$ cat src/rtl/core/bpc_pkg.sv
// Package for the barometric pressure compensation block.
// Holds shared constants, types and helper functions; no dependencies.
package bpc_pkg;

   localparam int OVERSAMPLING = 3;
   localparam int OSS          = OVERSAMPLING & 3;

   localparam int DIV_STEPS = 32;
   localparam int SIDE_W    = 64;
   localparam int ADDR_W    = 5;

   localparam logic [31:0] B7_SCALE   = 32'(50000 >> OSS);
   localparam logic [31:0] K_4000     = 32'd4000;
   localparam logic [31:0] K_3038     = 32'd3038;
   localparam logic [31:0] K_M7357    = 32'hFFFF_E343;
   localparam logic [31:0] K_3791     = 32'd3791;
   localparam logic [31:0] K_32768    = 32'd32768;
   localparam logic [31:0] K_SIGN     = 32'h8000_0000;
   localparam logic [31:0] P_MAX      = 32'd262143;
   localparam logic [31:0] T_MIN      = 32'hFFFF_8000;
   localparam logic [31:0] T_MAX      = 32'd32767;

   localparam logic [2:0] REG_AC1   = 3'd0;
   localparam logic [2:0] REG_AC2   = 3'd1;
   localparam logic [2:0] REG_AC3   = 3'd2;
   localparam logic [2:0] REG_AC4   = 3'd3;
   localparam logic [2:0] REG_AC5   = 3'd4;
   localparam logic [2:0] REG_AC6   = 3'd5;
   localparam logic [2:0] REG_B1_B2 = 3'd6;
   localparam logic [2:0] REG_MC_MD = 3'd7;

   typedef struct packed {
      logic [15:0] ac1;
      logic [15:0] ac2;
      logic [15:0] ac3;
      logic [15:0] ac4;
      logic [15:0] ac5;
      logic [15:0] ac6;
      logic [31:0] b1_b2;
      logic [31:0] mc_md;
   } coef_type;

   typedef struct packed {
      logic              valid;
      logic [31:0]       num;
      logic [31:0]       den;
      logic [SIDE_W-1:0] side;
   } div_req_type;

   typedef struct packed {
      logic              valid;
      logic [31:0]       quo;
      logic [SIDE_W-1:0] side;
   } div_rsp_type;

   // Sideband carried through the temperature divider.
   typedef struct packed {
      logic [31:0] x1;
      logic [18:0] up;
      logic        neg;
      logic        err;
   } side1_type;

   // Sideband carried through the pressure divider.
   typedef struct packed {
      logic [15:0] temp;
      logic        halved;
      logic        err;
   } side2_type;

   function automatic logic [31:0] sx16(input logic [15:0] v);
      return {{16{v[15]}}, v};
   endfunction

   function automatic logic [31:0] asr(input logic [31:0] v, input int n);
      return 32'($signed(v) >>> n);
   endfunction

endpackage

$ cat src/rtl/core/bpc_csr.sv
// Calibration coefficient registers behind an APB-style port.
// Depends on bpc_pkg for the coefficient type and register codes.
module bpc_csr (
   input  logic                      clock,
   input  logic                      reset,
   input  logic                      csr_psel,
   input  logic                      csr_penable,
   input  logic                      csr_pwrite,
   input  logic [bpc_pkg::ADDR_W-1:0] csr_paddr,
   input  logic [31:0]               csr_pwdata,
   output logic [31:0]               csr_prdata,
   output logic                      csr_pready,
   output bpc_pkg::coef_type         coef
);
   bpc_pkg::coef_type coef_ff;
   bpc_pkg::coef_type coef_in;
   logic              wr_en;
   logic [2:0]        idx;

   assign csr_pready = 1'b1;
   assign idx        = csr_paddr[4:2];
   assign wr_en      = csr_psel && csr_penable && csr_pwrite;
   assign coef       = coef_ff;

   always_comb begin
      coef_in = coef_ff;
      if (wr_en) begin
         unique case (idx)
            bpc_pkg::REG_AC1:   coef_in.ac1   = csr_pwdata[15:0];
            bpc_pkg::REG_AC2:   coef_in.ac2   = csr_pwdata[15:0];
            bpc_pkg::REG_AC3:   coef_in.ac3   = csr_pwdata[15:0];
            bpc_pkg::REG_AC4:   coef_in.ac4   = csr_pwdata[15:0];
            bpc_pkg::REG_AC5:   coef_in.ac5   = csr_pwdata[15:0];
            bpc_pkg::REG_AC6:   coef_in.ac6   = csr_pwdata[15:0];
            bpc_pkg::REG_B1_B2: coef_in.b1_b2 = csr_pwdata;
            bpc_pkg::REG_MC_MD: coef_in.mc_md = csr_pwdata;
            default:            coef_in       = coef_ff;
         endcase
      end
   end

   always_comb begin
      unique case (idx)
         bpc_pkg::REG_AC1:   csr_prdata = {16'b0, coef_ff.ac1};
         bpc_pkg::REG_AC2:   csr_prdata = {16'b0, coef_ff.ac2};
         bpc_pkg::REG_AC3:   csr_prdata = {16'b0, coef_ff.ac3};
         bpc_pkg::REG_AC4:   csr_prdata = {16'b0, coef_ff.ac4};
         bpc_pkg::REG_AC5:   csr_prdata = {16'b0, coef_ff.ac5};
         bpc_pkg::REG_AC6:   csr_prdata = {16'b0, coef_ff.ac6};
         bpc_pkg::REG_B1_B2: csr_prdata = coef_ff.b1_b2;
         bpc_pkg::REG_MC_MD: csr_prdata = coef_ff.mc_md;
         default:            csr_prdata = '0;
      endcase
   end

   always_ff @(posedge clock) begin
      if (reset) begin
         coef_ff.ac1   <= 16'd408;
         coef_ff.ac2   <= 16'hFFB8;
         coef_ff.ac3   <= 16'hC7D1;
         coef_ff.ac4   <= 16'd32741;
         coef_ff.ac5   <= 16'd32757;
         coef_ff.ac6   <= 16'd23153;
         coef_ff.b1_b2 <= 32'd405667844;
         coef_ff.mc_md <= 32'd3724086068;
      end else begin
         coef_ff <= coef_in;
      end
   end
endmodule

$ cat config.mk
export PLATFORM = sky130hd
export DESIGN_NAME = bpc_csr
export DESIGN_NICKNAME = d
export VERILOG_FILES = /design/src/rtl/core/bpc_pkg.sv /design/src/rtl/core/bpc_csr.sv
export SDC_FILE = /design/constraint.sdc
export NUM_CORES = 1
export LEC_CHECK = 0
export ABC_AREA = 1
export ABC_CLOCK_PERIOD_IN_PS = 3300
export BUFFER_PORTS_ARGS = -buffer_cell sky130_fd_sc_hd__clkbuf_2
export CORE_AREA = 2 2 116 118
export CTS_BUF_LIST = sky130_fd_sc_hd__clkbuf_4
export CTS_CLUSTER_DIAMETER = 100
export DETAILED_ROUTE_END_ITERATION = 10
export DIE_AREA = 0 0 118 120
export MAX_ROUTING_LAYER = met4
export PLACE_DENSITY = 0.86
export SLEW_MARGIN = 25
export SYNTH_ARGS = -nofsm -noshare
export SYNTH_HDL_FRONTEND = slang
export SYNTH_SLANG_ARGS = --single-unit
$ cat constraint.sdc
create_clock -name clock -period 3.3 [get_ports clock]
set_clock_uncertainty 0.2 [all_clocks]
set_input_delay 0.165 -clock clock [delete_from_list [all_inputs] [get_ports clock]]
set_output_delay 0.165 -clock clock [all_outputs]
set_load 0.05 [all_outputs]
-- Yosys cells after proc, flatten, opt, wreduce, memory -nomap -nowiden
Index checks and enable logic that the tools add are counted.
- input port bits: 42
- register bits after elaboration: 160
- output and inout port bits: 193
- logic and storage cells: 27
- reduce and logical (&&, ||, !) cells: 11
- eq/ne operators: 7
- mux-type cells: 1
- operators by type and width (cell ; count):
    $pmux W32 S8 ; 1
    $reduce_and A2 Y1 ; 8
    $eq A3 B3 Y1 const B ; 4
    $eq A3 B2 Y1 const B ; 2
    $eq A3 B1 Y1 const B ; 1
    $logic_not A3 Y1 ; 1
    $logic_and A1 B1 Y1 ; 2

-- Longest topological paths before layout
- depth after elaboration: 3
- depth in mapped cells: 8
- mapped depth without buffers: 6

-- Least setup slack after synthesis
No wires, ideal clock.
- path type: input-to-output
- from: in csr_paddr[2] (netlist name)
- to: out csr_prdata[3]
- arrival: 1388 ps
- data required time: 2935 ps
- path buffers: 2
- cell stages on the path: 7
- path slack: 1547 ps
- path through: buf_4 > nor2_4 > nand2_1 > inv_1 > buf_2 > nand2_1 > nand3_1
- cells in the longest elaborated chain, start to end: 2
- elaborated cells between the ends (all ways): 9
- classes of those cells: 7 x eq/ne; 1 x mux; 1 x reduce/logical
- ends and longest elaborated chain (what ; line ; RTL):
    start, declared ; bpc_csr.sv:9 ; input logic [bpc_pkg::ADDR_W-1:0] csr_paddr,
    $eq A3 B3 Y1, or another cell as far along ; bpc_csr.sv:43 ; unique case (idx)
    $pmux W32 S8 * ; bpc_csr.sv:43 ;
    end, declared ; bpc_csr.sv:11 ; output logic [31:0] csr_prdata,
Every way passes the cells marked *; elsewhere a longest branch is shown, timed or not.

-- Final worst setup path
- from: in csr_paddr[2] (netlist name)
- to: out csr_prdata[13]
The elaborated chain is that of the path after synthesis.

==> results by group <==
Status
  – Status: completed

Routing
  – Antenna Violating Nets Remaining: 0
  – WL per Instance: 18.5 um
  – Detailed-route wire length: 26300 um
  – Via Count: 8307
  – Post-DR vias/cell: 5.84
  – Drt initial violations: ~1100
  – Pre-antenna DRT Iters: 6
  – DR DRC count: 0

Final layout
  – Fillers: approximately 1100
  – Reg area: 0.00320 sq mm
  – Final Instance Area: 0.00885 sq mm
  – Multi-input logic area: 0.00335 sq mm
  – Area grow syn2layout: 25.0%
  – Nets: 1273
  – Max reg flops: 160
  – Most common cell after layout, fill and taps aside: nand2_1
  – Share of cells above drive strength 1: 0.236
  – Most frequent cells in the layout: nand2_1, clkbuf_2, nor2_1

Timing
  – Worst Tran Pin Value: 0.654 ns
  – Worst slew margin: 0.564
  – Period utilization: 0.764
  – Min Tclk post-route: 2.52 ns
  – Final setup violation count: 0
  – Fin Setup TNS: 0 ns
  – RSZ-0062 raised after global routing: false
  – Fmax achieved: 397 MHz
  – Fin. max-slew vios: 0
  – Final-report hold violation count: 0

Clock network
  – Max clock buf depth: 2
  – Reg clk slew, reported paths: 0.13 ns
  – Clock sink total: 160
  – CTS tree: yes
  – H-tree depth: 4
  – CTS Buf Count: 17
  – CTS Root Cell: clkbuf_4
  – Clk_lat worst skew: between 0.5 and 0.6 ns
  – CTS-repair resized insts: 0

Power
  – P_leak: 4.47 nW
  – Design Power: 0.00390 W
  – Maximum VDD drop: 0.256 mV
  – PD cells: around 440 mW/mm^2

Critical path
  – Crit. End Element: primary output
  – Critical Path RT: 2.93 ns
  – FF-to-FF Start: coef[23]
  – CP Max Fanout: 21
  – Worst Path Arrival: 2.16 ns
  – Flop-to-flop setup slack: about 1.9 ns
  – Worst Setup Start Kind: input pin
  – CP startpoint: csr_paddr[2]
  – Critical path class: input pin to primary output

Die
  – Die area: approximately 0.014 sq mm
  – Starting Density: 0.545
  – Core area: about 0.013 sq mm
  – Rows: 42
  – Die height: 120 um
  – Die X: roughly 120 um
  – Num ports: about 240

GRT
  – Vias in the first global route: around 7100
  – Global-route wire length before repair: roughly 39000 um
  – Global Route Usage Sum: 0.369
  – Largest net degree at the start of global routing: 74
  – Remaining Overflow, GRT: 0
  – Initial antenna violation count: 1

Logic synthesis
  – Synthesized cell area: 0.00708 sq mm
  – Yosys cell types: 20
  – Sequential area share after synthesis: 0.452
  – Syn Inst Count: between 1000 and 1500
  – Syn_nets: between 1000 and 1500
  – Post-synthesis register bit count: 160
  – Total number of yosys warnings: 0
  – Syn Area/Cell: approximately 6.9 sq um

Place
  – DP HPWL: around 17000 um
  – Routability congestion estimate: 0.977
  – DP Area: between 0.008 and 0.009 sq mm
  – Port buffer count: 231

Run
  – Max-cap viol count: 0

Worst hold path
  – Min-delay src: csr_paddr[3]
  – HP Class: input pin to flip-flop
==> area by class of cell <==
type / instances / area share
Timing Repair Buffer: 280 / 0.184
Sequential cell: 160 / 0.362
Tap cell: 176 / 0.0249
Clock buffer: 17 / 0.0144
Multi-Input combinational cell: 741 / 0.379
Clock inverter: 15 / 0.0216
Inverter: 31 / 0.0134
Antenna cell: 2 / 0.000565
==> cell usage after synthesis <==
master      n  area share
clkbuf_1   42       0.022
inv_2      12      0.0064
buf_2      31       0.022
nor2_4      6      0.0095
nor2_1    203        0.11
buf_1       7      0.0037
o21ai_0    49       0.035
nand3_4     2      0.0049
buf_4       6      0.0064
nand4_1    66       0.058
buf_6       2      0.0032
conb_1      1     0.00053
nand3_1   118       0.083
o21ai_1    28       0.020
nand2_1   248        0.13
dfxtp_1   160        0.45
inv_1      19       0.010
o211ai_1    1      0.0011
nor2_2      3      0.0027
a22o_1     16       0.020
==> timing repair <==
| action | 4_1_cts | 5_1_grt |
|---|---|---|
| setup buffers | 0 | 0 |
| hold buffers | 38 | 0 |
| hold endpoints to repair | 160 | 0 |
==> worst max-delay path, stage by stage <==
cell and delay (ns):
clkbuf_2 0.31, nor2_4 0.46, nand2_1 0.18, inv_1 0.46, nand2_1 0.11, nand3_1 0.15
clkbuf_2 0.30
==> metrics by stage <==
step	setup WS (ns)	hold slack, ns	cells	utilization
2_1_floorplan	1.55	0.0782	1020	-
3_3_place_gp	0.895	0.180	1350	0.628
3_5_place_dp	0.856	0.182	1350	0.628
4_1_cts	0.879	0.0437	1420	0.682
5_1_grt	0.671	0.0957	1422	0.682
6_report	0.779	0.0815	1422	0.682
==> power breakdown <==
| part | switching, W | internal, W |
|---|---|---|
| logic | 0.000469 | 0.000143 |
| clock network | 0.000713 | 0.000597 |
| registers | 0.0000234 | 0.00196 |
| total | 0.00121 | 0.00270 |
==> logic make-up after synthesis <==
kind of cell | share of synthesized area
other | 0.000530
and+or+nand+nor | 0.398
DFF | 0.452
AOI/OAI and AO/OA | 0.0753
buffers and inverters | 0.0739
==> final timing paths <==
check | cells after the start | to
min | 6 | coef[85]
min reg2reg | 2 | coef[51]
max | 7 | csr_prdata[13]
max reg2reg | 3 | coef[23]
==> metal layers <==
layer,track usage,wire (um)
met5,-,0
met4,0.188,1340
met3,0.0798,3070
met2,0.555,11900
met1,0.469,9970
Note: power is estimated with default switching activity, not from simulation.
